==> src/hw/rtl/itpt_pkg.sv <==
// shared types, character codes and digit lookup for the integer text formatter
package itpt_pkg;

  localparam int VALUE_BITS_DEF = 64;
  localparam int MAX_FIELD_DEF  = 64;

  localparam logic [1:0] RSEL_OCT = 2'd0;
  localparam logic [1:0] RSEL_DEC = 2'd1;

  localparam logic [7:0] CH_SPACE = 8'h20;
  localparam logic [7:0] CH_PLUS  = 8'h2b;
  localparam logic [7:0] CH_MINUS = 8'h2d;
  localparam logic [7:0] CH_ZERO  = 8'h30;
  localparam logic [7:0] CH_A_UP  = 8'h41;
  localparam logic [7:0] CH_X_UP  = 8'h58;
  localparam logic [7:0] CH_A_LO  = 8'h61;
  localparam logic [7:0] CH_X_LO  = 8'h78;

  typedef enum logic [1:0] {
    BASE_OCT,
    BASE_DEC,
    BASE_HEX
  } base_t;

  typedef enum logic [1:0] {
    CELL_HOLD,
    CELL_CLEAR,
    CELL_BIT,
    CELL_DIGIT
  } cell_op_t;

  typedef struct packed {
    cell_op_t op;
    base_t    base;
  } cell_ctl_t;

  typedef enum logic [2:0] {
    ST_IDLE,
    ST_CONV,
    ST_NORM,
    ST_SETUP,
    ST_SPAN,
    ST_PLACE,
    ST_EMIT
  } state_t;

  function automatic logic [7:0] digit_char(logic [3:0] d, logic upper);
    logic [7:0] ch;
    if (d < 4'd10) begin
      ch = CH_ZERO + {4'd0, d};
    end else begin
      ch = (upper ? CH_A_UP : CH_A_LO) + {4'd0, d - 4'd10};
    end
    return ch;
  endfunction

endpackage

==> src/hw/rtl/integer_to_padded_text.sv <==
// top level: printf style integer to text, one character per output beat
// An item is taken only while the block is idle. The value then shifts, most
// significant bit first, into a row of (VALUE_BITS+2)/3 digit cells, one bit
// per cycle, doing octal, decimal (shift and add three) or hex conversion in
// the same cells. Leading zero digits are then shifted out, one per cycle,
// keeping at least one digit, followed by the layout steps SETUP, SPAN and
// PLACE. Characters then leave at one per cycle while out_stall is low, at
// most MAX_FIELD of them. The next item is taken in the cycle after the
// last character enters the output register. Empty text gives no beat.
module integer_to_padded_text import itpt_pkg::*; #(
  parameter int VALUE_BITS = VALUE_BITS_DEF,
  parameter int MAX_FIELD  = MAX_FIELD_DEF
) (
  input  logic              clk,
  input  logic              rst_n,
  input  logic              in_valid,
  output logic              in_stall,
  input  logic [63:0]       in_magnitude,
  input  logic              in_is_negative,
  input  logic [1:0]        in_radix_select,
  input  logic              in_uppercase,
  input  logic              in_alternate_form,
  input  logic              in_left_align,
  input  logic              in_force_plus,
  input  logic              in_space_sign,
  input  logic              in_zero_pad,
  input  logic [6:0]        in_field_width,
  input  logic signed [6:0] in_min_digits,
  output logic              out_valid,
  input  logic              out_stall,
  output logic [7:0]        out_character,
  output logic              out_last
);

  localparam int NCELL = (VALUE_BITS + 2) / 3;
  localparam int NW    = $clog2(NCELL + 1);
  localparam int BW    = $clog2(VALUE_BITS);
  localparam int LW    = $clog2(2 * MAX_FIELD + NCELL + 4);

  state_t            state_r, state_nxt;
  logic [VALUE_BITS-1:0] val_r, val_nxt;
  logic              zero_r, zero_nxt;
  logic              neg_r, neg_nxt;
  logic              plus_r, plus_nxt;
  logic              space_r, space_nxt;
  logic              upper_r, upper_nxt;
  logic              alt_r, alt_nxt;
  logic              left_r, left_nxt;
  logic              zpad_r, zpad_nxt;
  base_t             base_r, base_nxt;
  logic [LW-1:0]     width_r, width_nxt;
  logic              has_prec_r, has_prec_nxt;
  logic [LW-1:0]     prec_r, prec_nxt;
  logic [BW-1:0]     bitcnt_r, bitcnt_nxt;
  logic [NW-1:0]     ndig_r, ndig_nxt;
  logic [LW-1:0]     ndeff_r, ndeff_nxt;
  logic [LW-1:0]     pz_r, pz_nxt;
  logic [1:0]        npre_r, npre_nxt;
  logic [7:0]        pre0_r, pre0_nxt;
  logic [7:0]        pre1_r, pre1_nxt;
  logic [7:0]        pre2_r, pre2_nxt;
  logic [LW-1:0]     span_r, span_nxt;
  logic [LW-1:0]     total_r, total_nxt;
  logic [LW-1:0]     a_r, a_nxt;
  logic [LW-1:0]     b_r, b_nxt;
  logic [LW-1:0]     c_r, c_nxt;
  logic [LW-1:0]     d_r, d_nxt;
  logic [LW-1:0]     len_r, len_nxt;
  logic [LW-1:0]     pos_r, pos_nxt;
  logic              out_valid_r, out_valid_nxt;
  logic [7:0]        out_char_r, out_char_nxt;
  logic              out_last_r, out_last_nxt;

  cell_ctl_t         ctl;
  logic              chain_bit;
  logic [3:0]        top_digit;
  logic              top_carry;
  logic              in_accept;
  logic              out_load;

  logic [6:0]        w_sat;
  logic [5:0]        p_sat;
  logic [LW-1:0]     ndeff;
  logic [LW-1:0]     pz;
  logic              sgn;
  logic [7:0]        sgn_ch;
  logic [7:0]        x_ch;
  logic              hexp;
  logic              octp;
  logic [LW-1:0]     zsum;
  logic [LW-1:0]     zeros;
  logic [LW-1:0]     padn;
  logic [LW-1:0]     a_pos;
  logic [LW-1:0]     ext;
  logic [LW-1:0]     pre_off;
  logic              last_beat;

  itpt_chain #(
    .VALUE_BITS (VALUE_BITS)
  ) u_chain (
    .clk       (clk),
    .ctl       (ctl),
    .bit_in    (chain_bit),
    .top_digit (top_digit),
    .top_carry (top_carry)
  );

  assign in_stall  = (state_r != ST_IDLE);
  assign in_accept = in_valid && !in_stall;
  assign chain_bit = val_r[VALUE_BITS-1];

  always_comb begin
    state_nxt     = state_r;
    val_nxt       = val_r;
    zero_nxt      = zero_r;
    neg_nxt       = neg_r;
    plus_nxt      = plus_r;
    space_nxt     = space_r;
    upper_nxt     = upper_r;
    alt_nxt       = alt_r;
    left_nxt      = left_r;
    zpad_nxt      = zpad_r;
    base_nxt      = base_r;
    width_nxt     = width_r;
    has_prec_nxt  = has_prec_r;
    prec_nxt      = prec_r;
    bitcnt_nxt    = bitcnt_r;
    ndig_nxt      = ndig_r;
    ndeff_nxt     = ndeff_r;
    pz_nxt        = pz_r;
    npre_nxt      = npre_r;
    pre0_nxt      = pre0_r;
    pre1_nxt      = pre1_r;
    pre2_nxt      = pre2_r;
    span_nxt      = span_r;
    total_nxt     = total_r;
    a_nxt         = a_r;
    b_nxt         = b_r;
    c_nxt         = c_r;
    d_nxt         = d_r;
    len_nxt       = len_r;
    pos_nxt       = pos_r;
    out_valid_nxt = out_valid_r && out_stall;
    out_char_nxt  = out_char_r;
    out_last_nxt  = out_last_r;
    out_load      = 1'b0;
    ctl.op        = CELL_HOLD;
    ctl.base      = base_r;

    w_sat   = (in_field_width > 7'(MAX_FIELD)) ? 7'(MAX_FIELD) : in_field_width;
    p_sat   = (in_min_digits[5:0] > 6'(MAX_FIELD - 4)) ? 6'(MAX_FIELD - 4)
                                                        : in_min_digits[5:0];
    ndeff   = (has_prec_r && prec_r == '0 && zero_r) ? '0 : LW'(ndig_r);
    pz      = (has_prec_r && prec_r > ndeff) ? prec_r - ndeff : '0;
    sgn     = neg_r || plus_r || space_r;
    sgn_ch  = neg_r ? CH_MINUS : (plus_r ? CH_PLUS : CH_SPACE);
    x_ch    = upper_r ? CH_X_UP : CH_X_LO;
    hexp    = alt_r && base_r == BASE_HEX && !zero_r;
    octp    = alt_r && base_r == BASE_OCT && pz == '0 && (ndeff == '0 || !zero_r);
    zsum    = LW'(npre_r) + ndeff_r;
    zeros   = (zpad_r && !left_r && !has_prec_r && width_r > zsum) ? width_r - zsum : pz_r;
    padn    = (width_r > total_r) ? width_r - total_r : '0;
    a_pos   = left_r ? '0 : padn;
    ext     = (width_r > total_r) ? width_r : total_r;
    pre_off = pos_r - a_r;
    last_beat = (pos_r + LW'(1)) == len_r;

    unique case (state_r)
      ST_IDLE: begin
        if (in_accept) begin
          val_nxt      = in_magnitude[VALUE_BITS-1:0];
          zero_nxt     = (in_magnitude[VALUE_BITS-1:0] == '0);
          neg_nxt      = in_is_negative;
          plus_nxt     = in_force_plus;
          space_nxt    = in_space_sign;
          upper_nxt    = in_uppercase;
          alt_nxt      = in_alternate_form;
          left_nxt     = in_left_align;
          zpad_nxt     = in_zero_pad;
          base_nxt     = (in_radix_select == RSEL_OCT) ? BASE_OCT :
                         (in_radix_select == RSEL_DEC) ? BASE_DEC : BASE_HEX;
          width_nxt    = LW'(w_sat);
          has_prec_nxt = !in_min_digits[6];
          prec_nxt     = in_min_digits[6] ? '0 : LW'(p_sat);
          bitcnt_nxt   = '0;
          ctl.op       = CELL_CLEAR;
          state_nxt    = ST_CONV;
        end
      end
      ST_CONV: begin
        ctl.op     = CELL_BIT;
        val_nxt    = {val_r[VALUE_BITS-2:0], 1'b0};
        bitcnt_nxt = bitcnt_r + BW'(1);
        if (bitcnt_r == BW'(VALUE_BITS - 1)) begin
          ndig_nxt  = NW'(NCELL);
          state_nxt = ST_NORM;
        end
      end
      ST_NORM: begin
        // drop leading zero digits, keep at least one
        if (ndig_r > NW'(1) && top_digit == 4'd0) begin
          ctl.op   = CELL_DIGIT;
          ndig_nxt = ndig_r - NW'(1);
        end else begin
          state_nxt = ST_SETUP;
        end
      end
      ST_SETUP: begin
        ndeff_nxt = ndeff;
        pz_nxt    = pz;
        npre_nxt  = {1'b0, sgn} + {hexp, 1'b0} + {1'b0, octp};
        pre0_nxt  = sgn ? sgn_ch : CH_ZERO;
        pre1_nxt  = sgn ? CH_ZERO : x_ch;
        pre2_nxt  = x_ch;
        state_nxt = ST_SPAN;
      end
      ST_SPAN: begin
        span_nxt  = LW'(npre_r) + zeros;
        total_nxt = zsum + zeros;
        state_nxt = ST_PLACE;
      end
      ST_PLACE: begin
        a_nxt     = a_pos;
        b_nxt     = a_pos + LW'(npre_r);
        c_nxt     = a_pos + span_r;
        d_nxt     = a_pos + total_r;
        len_nxt   = (ext > LW'(MAX_FIELD)) ? LW'(MAX_FIELD) : ext;
        pos_nxt   = '0;
        state_nxt = ST_EMIT;
      end
      ST_EMIT: begin
        if (len_r == '0) begin
          state_nxt = ST_IDLE;
        end else if (!out_valid_r || !out_stall) begin
          out_load      = 1'b1;
          out_valid_nxt = 1'b1;
          out_last_nxt  = last_beat;
          pos_nxt       = pos_r + LW'(1);
          priority if (pos_r < a_r) begin
            out_char_nxt = CH_SPACE;
          end else if (pos_r < b_r) begin
            unique case (pre_off[1:0])
              2'd0:    out_char_nxt = pre0_r;
              2'd1:    out_char_nxt = pre1_r;
              default: out_char_nxt = pre2_r;
            endcase
          end else if (pos_r < c_r) begin
            out_char_nxt = CH_ZERO;
          end else if (pos_r < d_r) begin
            out_char_nxt = digit_char(top_digit, upper_r);
            ctl.op       = CELL_DIGIT;
          end else begin
            out_char_nxt = CH_SPACE;
          end
          if (last_beat) begin
            state_nxt = ST_IDLE;
          end
        end
      end
      default: begin
        state_nxt = ST_IDLE;
      end
    endcase
  end

  always_ff @(posedge clk) begin
    if (!rst_n) begin
      state_r     <= ST_IDLE;
      out_valid_r <= 1'b0;
    end else begin
      state_r     <= state_nxt;
      out_valid_r <= out_valid_nxt;
    end
  end

  always_ff @(posedge clk) begin
    val_r      <= val_nxt;
    zero_r     <= zero_nxt;
    neg_r      <= neg_nxt;
    plus_r     <= plus_nxt;
    space_r    <= space_nxt;
    upper_r    <= upper_nxt;
    alt_r      <= alt_nxt;
    left_r     <= left_nxt;
    zpad_r     <= zpad_nxt;
    base_r     <= base_nxt;
    width_r    <= width_nxt;
    has_prec_r <= has_prec_nxt;
    prec_r     <= prec_nxt;
    bitcnt_r   <= bitcnt_nxt;
    ndig_r     <= ndig_nxt;
    ndeff_r    <= ndeff_nxt;
    pz_r       <= pz_nxt;
    npre_r     <= npre_nxt;
    pre0_r     <= pre0_nxt;
    pre1_r     <= pre1_nxt;
    pre2_r     <= pre2_nxt;
    span_r     <= span_nxt;
    total_r    <= total_nxt;
    a_r        <= a_nxt;
    b_r        <= b_nxt;
    c_r        <= c_nxt;
    d_r        <= d_nxt;
    len_r      <= len_nxt;
    pos_r      <= pos_nxt;
    out_char_r <= out_char_nxt;
    out_last_r <= out_last_nxt;
  end

  assign out_valid     = out_valid_r;
  assign out_character = out_char_r;
  assign out_last      = out_last_r;

`ifndef NO_ASSERTIONS
  // the digit row is wide enough that no bit falls off the top
  a_no_overflow: assert property (@(posedge clk) disable iff (!rst_n)
    state_r == ST_CONV |-> !top_carry)
    else $error("digit row overflow during conversion");

  a_dec_digit: assert property (@(posedge clk) disable iff (!rst_n)
    (state_r == ST_EMIT && base_r == BASE_DEC) |-> top_digit < 4'd10)
    else $error("decimal cell holds a non-decimal digit");

  a_ndig_nonzero: assert property (@(posedge clk) disable iff (!rst_n)
    state_r == ST_NORM |-> ndig_r != '0)
    else $error("digit count reached zero while trimming");

  a_last_ends: assert property (@(posedge clk) disable iff (!rst_n)
    (out_load && out_last_nxt) |=> (state_r == ST_IDLE && out_valid_r && out_last_r))
    else $error("final beat did not end the conversion");
`endif

endmodule

==> src/hw/rtl/itpt_cell.sv <==
// one digit cell: holds, clears, shifts in a bit per radix rule or takes its neighbor's digit
module itpt_cell import itpt_pkg::*; (
  input  logic       clk,
  input  cell_ctl_t  ctl,
  input  logic       bit_in,
  input  logic [3:0] digit_in,
  output logic       bit_out,
  output logic [3:0] digit
);

  logic [3:0] digit_r;
  logic [3:0] digit_nxt;
  logic [3:0] adj;
  logic [3:0] shifted;

  always_comb begin
    adj = digit_r;
    unique case (ctl.base)
      BASE_OCT: begin
        bit_out = digit_r[2];
        shifted = {1'b0, digit_r[1:0], bit_in};
      end
      BASE_DEC: begin
        // add three before the shift keeps the digit decimal
        if (digit_r >= 4'd5) begin
          adj = digit_r + 4'd3;
        end
        bit_out = adj[3];
        shifted = {adj[2:0], bit_in};
      end
      default: begin
        bit_out = digit_r[3];
        shifted = {digit_r[2:0], bit_in};
      end
    endcase

    unique case (ctl.op)
      CELL_HOLD:  digit_nxt = digit_r;
      CELL_CLEAR: digit_nxt = 4'd0;
      CELL_BIT:   digit_nxt = shifted;
      CELL_DIGIT: digit_nxt = digit_in;
      default:    digit_nxt = digit_r;
    endcase
  end

  always_ff @(posedge clk) begin
    digit_r <= digit_nxt;
  end

  assign digit = digit_r;

endmodule

==> src/hw/rtl/itpt_chain.sv <==
// row of digit cells, least significant at the bottom, most significant at the top
module itpt_chain import itpt_pkg::*; #(
  parameter int VALUE_BITS = VALUE_BITS_DEF
) (
  input  logic       clk,
  input  cell_ctl_t  ctl,
  input  logic       bit_in,
  output logic [3:0] top_digit,
  output logic       top_carry
);

  localparam int NCELL = (VALUE_BITS + 2) / 3;

  logic [NCELL:0] carry;
  logic [3:0]     dlink [NCELL+1];

  assign carry[0] = bit_in;
  assign dlink[0] = 4'd0;

  for (genvar i = 0; i < NCELL; i++) begin : g_cell
    itpt_cell u_cell (
      .clk      (clk),
      .ctl      (ctl),
      .bit_in   (carry[i]),
      .digit_in (dlink[i]),
      .bit_out  (carry[i+1]),
      .digit    (dlink[i+1])
    );
  end

  assign top_digit = dlink[NCELL];
  assign top_carry = carry[NCELL];

endmodule

==> config.mk <==
export PLATFORM = sky130hd
export DESIGN_NAME = integer_to_padded_text
export DESIGN_NICKNAME = d
export VERILOG_FILES = /design/src/hw/rtl/itpt_pkg.sv /design/src/hw/rtl/integer_to_padded_text.sv /design/src/hw/rtl/itpt_cell.sv /design/src/hw/rtl/itpt_chain.sv
export SDC_FILE = /design/constraint.sdc
export NUM_CORES = 1
export LEC_CHECK = 0
export ABC_AREA = 1
export BUFFER_PORTS_ARGS = -buffer_cell sky130_fd_sc_hd__buf_4
export CAP_MARGIN = 5
export CORE_AREA = 2 2 186 188
export DETAILED_ROUTE_END_ITERATION = 6
export DIE_AREA = 0 0 188 190
export PLACE_DENSITY = 0.84
export SYNTH_ARGS = -nofsm -noshare
export SYNTH_HDL_FRONTEND = slang
export SYNTH_HIERARCHICAL = 1
export SYNTH_SLANG_ARGS = --single-unit
==> constraint.sdc <==
create_clock -name clk -period 7.44 [get_ports clk]
set_input_delay 1.86 -clock clk [delete_from_list [all_inputs] [get_ports clk]]
set_output_delay 1.86 -clock clk [all_outputs]
set_load 0.005 [all_outputs]
==> flow_metrics.env, run 1 <==
export IMPL_routed_via_count=15800
export IMPL_grt_first_pass_wirelength_um=70600
export IMPL_slew_headroom=0.276
export IMPL_largest_net_degree_at_the_start_of_global_routing=76
export IMPL_power_density_nw_per_um2=397
export IMPL_worstSkewPairLatency_ps=520
export IMPL_cts_max_level=2
export IMPL_finalNetCount=2637
export IMPL_netSwitchingPower_mw=3.68
export IMPL_timing_critical_path_slowest_cell_delay_ps=440
export IMPL_timing_final_crit_share=0.585
export IMPL_nFillCells=2659
export IMPL_initial_core_util=0.561
export IMPL_first_pass_iteration_count_of_the_detailed_router=7
export IMPL_coreArea_um2=33900
export IMPL_die_area_um2=35700
export IMPL_clockBufferDepth=3
export IMPL_violation_count_after_the_first_detailed_routing_iteration=1390
export IMPL_finalSetupViolCount=0
export IMPL_postSynthCellCount=2278
export IMPL_port_buffers=100
export IMPL_mappedNetlistArea_um2=19000
export IMPL_total_leakage_power_nw=10.1
export IMPL_failed_checks="design-rule violations"
export IMPL_postCtsResizedCells=0
export IMPL_ctsHoldBuffers=0
export IMPL_clock_sinks=285
export IMPL_slew_violations=0
export IMPL_tns_ps=0
export IMPL_switch_share=0.433
export IMPL_run_status="finished, violations left"
export IMPL_placed_wire_length_estimate_um=31000
export IMPL_grt_setup_unrepaired="false"
export IMPL_tritoncts_num_buffers=34
export IMPL_antenna_left=0
export IMPL_pre_cts_ws_ps=2650
export IMPL_peak_ir_drop_on_the_vdd_network_mv=0.282
export IMPL_dieWidth_um=188
export IMPL_place_gp_congestion=0.918
export IMPL_finalWorstPathRequiredPeriod_ps=4360
export IMPL_grt_overflow_total=0
export IMPL_syn_to_final_growth_pct=12.7
export IMPL_drc=1
export IMPL_critical_path_max_fanout=9
export IMPL_worst_setup_path_end_kind="flip-flop"
export IMPL_floorplan_rows=68
export IMPL_arrival_ps=4620
export IMPL_avgSynthCellArea_um2=8.36
export IMPL_worstMarginPinSlew_ps=1080
export IMPL_insertedDiodeCount=0
export IMPL_ctsRootBufferMaster="sky130_fd_sc_hd__clkbuf_16"
export IMPL_detail_route_wl_per_cell_um=14.8
export IMPL_die_height_um=190
export IMPL_fin_ws_ps=3080
export IMPL_crit_type="reg2reg"
export IMPL_clock_power_share=0.185
export IMPL_seqPwrFrac=0.371
export IMPL_detail_route_wirelength_um=42700
export IMPL_clock_skew_final_ps=22.9
export IMPL_detailed_place_area_um2=20400
export IMPL_initial_antenna_violation_count=0
export IMPL_number_of_max_cap_violations=0
export IMPL_share_comb_of_total_power=0.445
export IMPL_hold_viol_final=0
export IMPL_hold_path_class="reg2reg"
export IMPL_critical_path_slowest_stage_cell="sky130_fd_sc_hd__edfxtp_1"
export IMPL_critical_path_cell_chain="ha_1 > fa_1 > xor2_1 > inv_1 > ha_1 > nand2_1 > inv_1 > nand3_1 > nand3_1 > nand3_2 > nand2_2 > inv_1 > or2_1 > o21ai_0 > ha_1 > nand3_1 > nand2_1 > a21oi_1 > o21ai_0 > a21oi_1 > nor2_1 > xor2_1"
export IMPL_design_portCount=102
export IMPL_vias_in_the_first_global_route=15300
export IMPL_largest_reg_flops=88
export IMPL_post_drt_via_cell_ratio=5.48
export IMPL_grt_usage=0.238
export IMPL_critical_path_startpoint_type="flip-flop"
export IMPL_count_of_buffers_added_by_post_cts_timing_repair_for_setup=0
export IMPL_critPathRequiredTime_ps=7710
export IMPL_layout_drive_gt1_share=0.126
export IMPL_cts_reportedPaths_clkPinSlew_ps=60
export IMPL_max_freq_ghz=0.230
export IMPL_tritoncts="yes"
export IMPL_power_report_internal_total_mw=4.83
export IMPL_synthesis_yosys_warnings=6
export IMPL_final_cell_area_excluding_filler_cells_um2=21500
## cell usage in the layout, fill, tap and decap left out, types with 3 or more instances in the layout
master / instances
sky130_fd_sc_hd__fa_1: 10
sky130_fd_sc_hd__nand2_1: 636
sky130_fd_sc_hd__conb_1: 7
sky130_fd_sc_hd__ha_1: 125
sky130_fd_sc_hd__nor2_8: 4
sky130_fd_sc_hd__inv_1: 334
sky130_fd_sc_hd__a21oi_1: 65
sky130_fd_sc_hd__xnor2_1: 10
sky130_fd_sc_hd__nand3_2: 23
sky130_fd_sc_hd__dfxtp_1: 4
sky130_fd_sc_hd__clkbuf_16: 35
sky130_fd_sc_hd__nand3b_1: 9
sky130_fd_sc_hd__a21boi_0: 3
sky130_fd_sc_hd__o21a_1: 3
sky130_fd_sc_hd__nor2_1: 99
sky130_fd_sc_hd__nand3_1: 243
sky130_fd_sc_hd__nand2_2: 33
sky130_fd_sc_hd__or2_1: 22
sky130_fd_sc_hd__buf_4: 111
sky130_fd_sc_hd__nor4_1: 21
sky130_fd_sc_hd__o21ai_0: 89
sky130_fd_sc_hd__nor3b_1: 3
sky130_fd_sc_hd__or2_2: 7
sky130_fd_sc_hd__nor3_1: 4
sky130_fd_sc_hd__a22oi_1: 20
sky130_fd_sc_hd__clkbuf_1: 9
sky130_fd_sc_hd__nor2_4: 23
sky130_fd_sc_hd__xor2_1: 46
sky130_fd_sc_hd__nor2_2: 4
sky130_fd_sc_hd__edfxtp_1: 281
sky130_fd_sc_hd__inv_2: 45
sky130_fd_sc_hd__clkinv_1: 7
sky130_fd_sc_hd__clkinv_2: 4
sky130_fd_sc_hd__o21ai_1: 41
sky130_fd_sc_hd__nand4_1: 22
## metrics by stage
stage	power, mW	instances	hold WS [ps]	utilization
after floorplan	6.01	2283	478	-
after global placement	6.66	2829	489	0.601
after detailed placement	6.88	2829	499	0.601
after CTS	8.49	2888	507	0.632
after global routing	9.16	2889	535	0.632
final	8.51	2889	509	0.632
## final timing paths
check,start,to,slack [ps],depth (start not counted)
setup / recovery,npre_r[0]$_DFFE_PP_,total_r[7]$_DFFE_PP_,3080,22
hold / removal,val_r[5]$_DFFE_PP_,val_r[6]$_DFFE_PP_,510,2
setup reg to reg,npre_r[0]$_DFFE_PP_,total_r[7]$_DFFE_PP_,3080,22
hold reg to reg,val_r[5]$_DFFE_PP_,val_r[6]$_DFFE_PP_,510,2
## layout make-up
type	instances	area, µm²	share of cell area
multi-input cells	1598	9060	0.422
repair buffers	111	833	0.0388
clock inverters	13	108	0.00502
well taps	455	569	0.0265
clock buffers	46	937	0.0437
inverters	381	1430	0.0667
flip-flops and latches	285	8520	0.397
## layer usage
metal	global-route usage	vias up	share of wire
li1	-	7803	-
met1	0.299	7346	0.42
met2	0.414	584	0.49
met3	0.0371	108	0.063
met4	0.0899	0	0.029
met5	0	-	0
## critical path: cells and delay by family, from the launching register on
| family | cells | cell delay [ps] |
|---|---|---|
| adders and majority gates | 4 | 1350 |
| and+or+nand+nor | 9 | 1020 |
| AOI/OAI and AO/OA | 4 | 650 |
| DFF | 1 | 440 |
| xor gates and xnor gates | 2 | 390 |
| buffers and inverters | 3 | 230 |
## power by group through the flow
stage	combinational, mW	sequential, mW	clock (mW)
2_1_floorplan	2.92	3.09	0
3_3_place_gp	3.51	3.15	0
3_5_place_dp	3.71	3.17	0
4_1_cts	3.75	3.15	1.59
5_1_grt	4.28	3.23	1.65
6_report	3.78	3.16	1.57
(Power assumes the default switching activity.)
==> run 2, diff against run 1 <==
--- a/config.mk
+++ b/config.mk
@@ -5,12 +5,12 @@
 export SDC_FILE = /design/constraint.sdc
 export NUM_CORES = 1
 export LEC_CHECK = 0
-export ABC_AREA = 1
+export ABC_AREA = 0
 export BUFFER_PORTS_ARGS = -buffer_cell sky130_fd_sc_hd__buf_4
 export CAP_MARGIN = 5
-export CORE_AREA = 2 2 186 188
+export CORE_AREA = 2 2 181 183
 export DETAILED_ROUTE_END_ITERATION = 6
-export DIE_AREA = 0 0 188 190
+export DIE_AREA = 0 0 183 185
 export PLACE_DENSITY = 0.84
 export SYNTH_ARGS = -nofsm -noshare
 export SYNTH_HDL_FRONTEND = slang
==> constraint.sdc (replaced) <==
create_clock -name clk -period 4.1 [get_ports clk]
set_input_delay 1.025 -clock clk [delete_from_list [all_inputs] [get_ports clk]]
set_output_delay 1.025 -clock clk [all_outputs]
set_load 0.005 [all_outputs]
==> run 2 against run 1 <==
- the run ends with negative setup slack left
- clock-buffer cell count is 9 lower
- fmax is 4.1% higher
- total power is 71% higher
- area after synthesis is 0.65% lower
- global-route usage is 0.90 points higher
- critical endpoint unchanged
==> flow_metrics.env, run 2 <==
export IMPL_run_status="finished, violations left"
export IMPL_failed_checks="negative setup slack"
export IMPL_avgSynthCellArea_um2=9.93
export IMPL_worst_setup_path_end_kind="flip-flop"
export IMPL_vias_in_the_first_global_route=14300
export IMPL_detail_route_wl_per_cell_um=17.0
export IMPL_slew_violations=0
export IMPL_final_hold_worst_slack_ps=494
export IMPL_grt_usage=0.247
export IMPL_tritoncts="yes"
export IMPL_worst_path_dominant_cell_family="compound AO/OA/AOI/OAI gates"
export IMPL_final_cell_area_excluding_filler_cells_um2=21800
export IMPL_tritoncts_num_buffers=31
export IMPL_layout_drive_gt1_share=0.163
export IMPL_cts_max_level=1
export IMPL_largest_net_degree_at_the_start_of_global_routing=108
export IMPL_first_pass_iteration_count_of_the_detailed_router=6
export IMPL_hold_path_class="reg2reg"
export IMPL_critical_path_slowest_stage_cell="sky130_fd_sc_hd__edfxtp_1"
export IMPL_detailed_place_area_um2=20600
export IMPL_timing_final_crit_share=1.02
export IMPL_cp_buffers_inverters=2
export IMPL_synthesis_yosys_warnings=6
export IMPL_syn_to_final_growth_pct=15.2
export IMPL_max_freq_ghz=0.239
export IMPL_worstSkewPairLatency_ps=590
export IMPL_largest_reg_flops=88
export IMPL_antenna_left=0
export IMPL_cts_reportedPaths_clkPinSlew_ps=60
export IMPL_nFillCells=2374
export IMPL_multi_input_area_um2=9930
export IMPL_clockBufferDepth=3
export IMPL_number_of_max_cap_violations=0
export IMPL_grt_first_pass_wirelength_um=69300
export IMPL_fin_ws_ps=-85.3
export IMPL_grt_setup_unrepaired="true"
export IMPL_initial_core_util=0.590
export IMPL_total_leakage_power_nw=8.74
export IMPL_crit_type="reg2reg"
export IMPL_mappedNetlistArea_um2=18900
export IMPL_coreArea_um2=32000
export IMPL_drc=0
export IMPL_peak_ir_drop_on_the_vdd_network_mv=0.415
export IMPL_ctsRootBufferMaster="sky130_fd_sc_hd__clkbuf_16"
export IMPL_critical_path_startpoint_type="flip-flop"
export IMPL_port_buffers=100
export IMPL_postSynthCellCount=1904
export IMPL_hold_viol_final=0
export IMPL_arrival_ps=4500
export IMPL_floorplan_rows=66
export IMPL_slew_headroom=0.171
export IMPL_critical_path_cell_chain="ha_2 > fa_2 > xor2_2 > inv_2 > ha_4 > nor2b_4 > o31a_1 > o21a_1 > o21ai_4 > buf_12 > nand2_2 > o21ai_4 > ha_1 > a21o_1 > a21oi_2 > o21bai_1 > a21oi_2 > nor2b_1 > o21ai_1 > xor2_1"
export IMPL_violation_count_after_the_first_detailed_routing_iteration=1208
export IMPL_post_drt_via_cell_ratio=6.02
export IMPL_routed_via_count=15000
export IMPL_design_portCount=102
export IMPL_die_height_um=185
export IMPL_critical_path_max_fanout=5
export IMPL_timing_critical_path_slowest_cell_delay_ps=390
export IMPL_clock_sinks=285
export IMPL_initial_antenna_violation_count=0
export IMPL_finalWorstPathRequiredPeriod_ps=4190
export IMPL_insertedDiodeCount=0
export IMPL_dieWidth_um=183
export IMPL_finalNetCount=2286
export IMPL_critPathRequiredTime_ps=4420
export IMPL_sequential_cell_area_um2=8520
export IMPL_power_density_nw_per_um2=668
export IMPL_place_gp_congestion=0.886
export IMPL_worstMarginPinSlew_ps=1240
export IMPL_tns_ps=-132
export IMPL_grt_overflow_total=0
export IMPL_detail_route_wirelength_um=42400
export IMPL_die_area_um2=33900
export IMPL_placed_wire_length_estimate_um=29400
export IMPL_clock_skew_final_ps=16.9
export IMPL_final_cell_mix="sky130_fd_sc_hd__edfxtp_1, sky130_fd_sc_hd__nand2_1, sky130_fd_sc_hd__inv_1, sky130_fd_sc_hd__nor2_1, sky130_fd_sc_hd__buf_4"
export IMPL_finalSetupViolCount=3
export IMPL_most_frequent_standard_cell_in_the_layout_excluding_fill_and_tap_cells="sky130_fd_sc_hd__edfxtp_1"
run 2: layout make-up:
| cell class | instances | area share |
|---|---|---|
| Inverter | 163 | 0.0281 |
| Sequential cell | 285 | 0.391 |
| Tap cell | 408 | 0.0234 |
| Clock inverter | 19 | 0.00879 |
| Timing Repair Buffer | 151 | 0.0561 |
| Multi-Input combinational cell | 1428 | 0.456 |
| Clock buffer | 37 | 0.0366 |
run 2: worst paths after layout:
check | from | endpoint | slack (ps) | depth (start not counted)
setup / recovery | npre_r[0]$_DFFE_PP_ | total_r[7]$_DFFE_PP_ | -90 | 20
setup reg to reg | npre_r[0]$_DFFE_PP_ | total_r[7]$_DFFE_PP_ | -90 | 20
hold / removal | neg_r$_DFFE_PP_ | pre0_r[2]$_SDFFCE_PN0P_ | 490 | 0
hold reg to reg | neg_r$_DFFE_PP_ | pre0_r[2]$_SDFFCE_PN0P_ | 490 | 0
run 2: per-layer routing:
layer | wire, µm | part of all wire | global-route usage
met1 | 18000 | 0.42 | 0.329
met2 | 20600 | 0.48 | 0.418
met3 | 2620 | 0.062 | 0.0346
met4 | 1280 | 0.030 | 0.0800
met5 | 0 | 0 | 0
run 2: repair_timing:
action                     in CTS  in global routing
setup buffers                   3                  8
gates resized for setup         3                 30
pin swaps                       4                 14
hold buffers                    0                  0
setup endpoints to repair       2                 11
run 2: power by group:
part | internal, mW | switching, mW
combinational | 2.50 | 3.67
sequential | 4.72 | 0.913
clock | 1.58 | 1.17
run 2: metrics by stage:
stage	util	power (mW)	worst slack, ps	std cells
5_1_grt	0.680	15.5	-245	2491
2_1_floorplan	-	10.2	-4160	1909
6_report	0.680	14.5	-85.3	2491
3_5_place_dp	0.641	11.6	-98.2	2424
4_1_cts	0.674	14.4	3.47	2483
3_3_place_gp	0.641	11.2	50.8	2424
==> run 3, diff against run 2 <==
--- a/config.mk
+++ b/config.mk
@@ -8,11 +8,10 @@
 export ABC_AREA = 0
 export BUFFER_PORTS_ARGS = -buffer_cell sky130_fd_sc_hd__buf_4
 export CAP_MARGIN = 5
-export CORE_AREA = 2 2 181 183
+export CORE_AREA = 2 2 173 175
 export DETAILED_ROUTE_END_ITERATION = 6
-export DIE_AREA = 0 0 183 185
+export DIE_AREA = 0 0 175 177
 export PLACE_DENSITY = 0.84
 export SYNTH_ARGS = -nofsm -noshare
 export SYNTH_HDL_FRONTEND = slang
-export SYNTH_HIERARCHICAL = 1
 export SYNTH_SLANG_ARGS = --single-unit
==> run 3 against run 2 <==
- the flow still finishes with violations (negative setup slack)
- wire length fell by 6.7%
- worst setup slack improved by 41 ps
- global-route usage rose by 0.24 points
- clock-buffer cell count rose by 2
- largest cell class is now flip-flops and latches
- first-iteration DRC count rose by 5.3%
- non-clock buffer count fell by 13
- cell count fell by 12%
==> flow_metrics.env, run 3 <==
export IMPL_grt_overflow_total=0
export IMPL_run_status="finished, violations left"
export IMPL_clockBufferDepth=3
export IMPL_cts_max_level=1
export IMPL_synth_area_leader_cell="sky130_fd_sc_hd__edfxtp_1"
export IMPL_netlist_top_cells_area="sky130_fd_sc_hd__edfxtp_1, sky130_fd_sc_hd__ha_1, sky130_fd_sc_hd__nand2_1"
export IMPL_synthesis_yosys_warnings=0
export IMPL_share_comb_of_total_power=0.362
export IMPL_tritoncts="yes"
export IMPL_most_frequent_standard_cell_in_the_layout_excluding_fill_and_tap_cells="sky130_fd_sc_hd__edfxtp_1"
export IMPL_crit_type="reg2reg"
export IMPL_synth_lib_cells_used_distinct=68
export IMPL_die_area_um2=31000
export IMPL_vias_in_the_first_global_route=12900
export IMPL_postSynthCellCount=1664
export IMPL_violation_count_after_the_first_detailed_routing_iteration=1272
export IMPL_switch_share=0.372
export IMPL_finalWorstPathRequiredPeriod_ps=4140
export IMPL_port_buffers=100
export IMPL_layoutNonFillerInstCount=2186
export IMPL_clock_sinks=285
export IMPL_peak_ir_drop_on_the_vdd_network_mv=0.432
export IMPL_failed_checks="negative setup slack"
export IMPL_max_freq_ghz=0.241
export IMPL_ys_seq_area_frac=0.493
export IMPL_arrival_ps=4470
export IMPL_syn_to_final_growth_pct=14.8
export IMPL_placed_wire_length_estimate_um=26600
export IMPL_layout_drive_gt1_share=0.132
export IMPL_avgSynthCellArea_um2=10.4
export IMPL_dieWidth_um=175
export IMPL_pre_cts_ws_ps=-185
export IMPL_dominantRegCellSynth="sky130_fd_sc_hd__edfxtp_1"
export IMPL_ctsRootBufferMaster="sky130_fd_sc_hd__clkbuf_16"
export IMPL_worst_setup_path_end_kind="flip-flop"
export IMPL_floorplan_rows=63
export IMPL_slew_headroom=0.189
export IMPL_total_leakage_power_nw=8.25
export IMPL_detail_route_wirelength_um=39600
export IMPL_first_pass_iteration_count_of_the_detailed_router=7
export IMPL_multi_input_area_um2=8260
export IMPL_fin_ws_ps=-44.2
export IMPL_die_height_um=177
export IMPL_synth_common_cells="sky130_fd_sc_hd__edfxtp_1, sky130_fd_sc_hd__nand2_1, sky130_fd_sc_hd__inv_1"
export IMPL_netSwitchingPower_mw=4.82
export IMPL_grt_setup_unrepaired="true"
export IMPL_hold_viol_final=0
export IMPL_coreArea_um2=29200
export IMPL_sequential_cell_area_um2=8520
export IMPL_worstMarginPinSlew_ps=1210
export IMPL_place_gp_congestion=0.863
export IMPL_timing_final_crit_share=1.01
export IMPL_number_of_max_cap_violations=0
export IMPL_final_cell_area_excluding_filler_cells_um2=19800
export IMPL_design_portCount=102
export IMPL_final_cell_mix="sky130_fd_sc_hd__edfxtp_1, sky130_fd_sc_hd__nand2_1, sky130_fd_sc_hd__buf_4"
export IMPL_largest_net_degree_at_the_start_of_global_routing=77
export IMPL_design_power_total_mw=12.9
export IMPL_postSynth_asyncResetShare=0
export IMPL_grt_first_pass_wirelength_um=63100
export IMPL_synth_top_cell_area_share=0.489
export IMPL_largest_reg_flops=88
export IMPL_insertedDiodeCount=0
export IMPL_tns_ps=-44.2
export IMPL_seqPwrFrac=0.426
export IMPL_clock_power_share=0.212
export IMPL_critical_path_max_fanout=7
export IMPL_cts_reportedPaths_clkPinSlew_ps=70
export IMPL_dp_cells=2118
export IMPL_critical_path_startpoint_type="flip-flop"
export IMPL_grt_usage=0.249
export IMPL_ctsHoldBuffers=0
export IMPL_clock_skew_final_ps=31.3
export IMPL_tritoncts_num_buffers=30
export IMPL_detail_route_wl_per_cell_um=18.1
export IMPL_critPathRequiredTime_ps=4430
export IMPL_power_report_internal_total_mw=8.12
export IMPL_worstSkewPairLatency_ps=570
export IMPL_drc=0
export IMPL_synth_most_common_cell="sky130_fd_sc_hd__edfxtp_1"
export IMPL_antenna_left=0
export IMPL_ys_seq_elements=285
export IMPL_finalNetCount=1998
export IMPL_initial_antenna_violation_count=0
export IMPL_initial_core_util=0.591
export IMPL_slew_violations=0
export IMPL_nFillCells=2072
export IMPL_post_drt_via_cell_ratio=6.09
export IMPL_hold_path_class="reg2reg"
export IMPL_edff_count_synth=281
export IMPL_detailed_place_area_um2=18500
export IMPL_mappedNetlistArea_um2=17300
export IMPL_power_density_nw_per_um2=652
export IMPL_finalSetupViolCount=1
export IMPL_routed_via_count=13300
run 3: changes by cell type in the layout (fill, tap and decap cells not counted), moves of 40 or more:
cell,before,now
sky130_fd_sc_hd__nor2_1,158,85
sky130_fd_sc_hd__nor3b_1,65,3
sky130_fd_sc_hd__a21o_1,15,59
sky130_fd_sc_hd__o2bb2ai_1,0,40
sky130_fd_sc_hd__o311ai_1,59,0
sky130_fd_sc_hd__nor2b_1,64,24
run 3: stage by stage:
| step | util | hold WS (ps) |
|---|---|---|
| floorplan | - | 484 |
| global placement | 0.634 | 488 |
| detailed placement | 0.634 | 467 |
| global route | 0.678 | 530 |
| CTS | 0.670 | 510 |
| finish | 0.678 | 508 |
run 3: cells by family after synthesis:
logic type,share of synthesized area
AO/OA/AOI/OAI,0.162
other,0.000217
AND/OR/NAND/NOR,0.150
XOR/XNOR,0.0449
multiplexers,0.00355
adder cells (fa/ha/maj),0.102
flip-flops,0.493
buffers and inverters,0.0438
run 3: final cells by class:
| type | instances | area share |
|---|---|---|
| Sequential cell | 285 | 0.429 |
| Multi-Input combinational cell | 1183 | 0.416 |
| Timing Repair Buffer | 138 | 0.0541 |
| Clock buffer | 39 | 0.0411 |
| Inverter | 134 | 0.0254 |
| Tap cell | 390 | 0.0246 |
| Clock inverter | 17 | 0.00902 |
run 3: final timing paths:
path / start / endpoint / slack, ps / depth (start not counted)
setup / recovery: npre_r[0]$_DFFE_PP_ / span_r[7]$_DFFE_PP_ / -40 / 19
hold / removal: val_r[58]$_DFFE_PP_ / val_r[59]$_DFFE_PP_ / 510 / 2
setup reg to reg: npre_r[0]$_DFFE_PP_ / span_r[7]$_DFFE_PP_ / -40 / 19
hold reg to reg: val_r[58]$_DFFE_PP_ / val_r[59]$_DFFE_PP_ / 510 / 2
run 3: critical path, stage by stage, from the launching register on:
cell                       delay, ps
sky130_fd_sc_hd__edfxtp_1        440
sky130_fd_sc_hd__ha_4            210
sky130_fd_sc_hd__fa_2            440
sky130_fd_sc_hd__nand3_2         110
sky130_fd_sc_hd__xnor2_2         140
sky130_fd_sc_hd__inv_2            70
sky130_fd_sc_hd__ha_4            300
sky130_fd_sc_hd__nand3_2          80
sky130_fd_sc_hd__o21bai_4        170
sky130_fd_sc_hd__a31oi_1         170
sky130_fd_sc_hd__buf_4           210
sky130_fd_sc_hd__nor2_2           50
sky130_fd_sc_hd__a21oi_2         160
sky130_fd_sc_hd__buf_4           130
sky130_fd_sc_hd__ha_1            210
sky130_fd_sc_hd__a21oi_2         130
sky130_fd_sc_hd__or3_4           410
sky130_fd_sc_hd__o32ai_4         170
sky130_fd_sc_hd__nand3_1         150
sky130_fd_sc_hd__xnor2_1         150
run 3: repair_timing:
action                     CTS  global route
pin swaps                    0            10
resized for setup            9            31
gates cloned                 0             0
setup endpoints to repair    3             9
buffers inserted             3             9
run 3: power by group through the flow:
| stage | clock (mW) | combinational (mW) | sequential, mW |
|---|---|---|---|
| floorplan | 0 | 3.40 | 5.27 |
| global placement | 0 | 4.24 | 5.46 |
| detailed placement | 0 | 4.47 | 5.51 |
| CTS | 2.77 | 4.54 | 5.47 |
| global route | 2.88 | 5.26 | 5.62 |
| finish | 2.74 | 4.69 | 5.51 |
run 3: metal layers:
| metal | routed length, µm | track usage | up-vias |
|---|---|---|---|
| li1 | - | - | 6253 |
| met1 | 16800 | 0.333 | 6491 |
| met2 | 19300 | 0.429 | 494 |
| met3 | 2310 | 0.0286 | 77 |
| met4 | 1210 | 0.0767 | 0 |
| met5 | 0 | 0 | - |
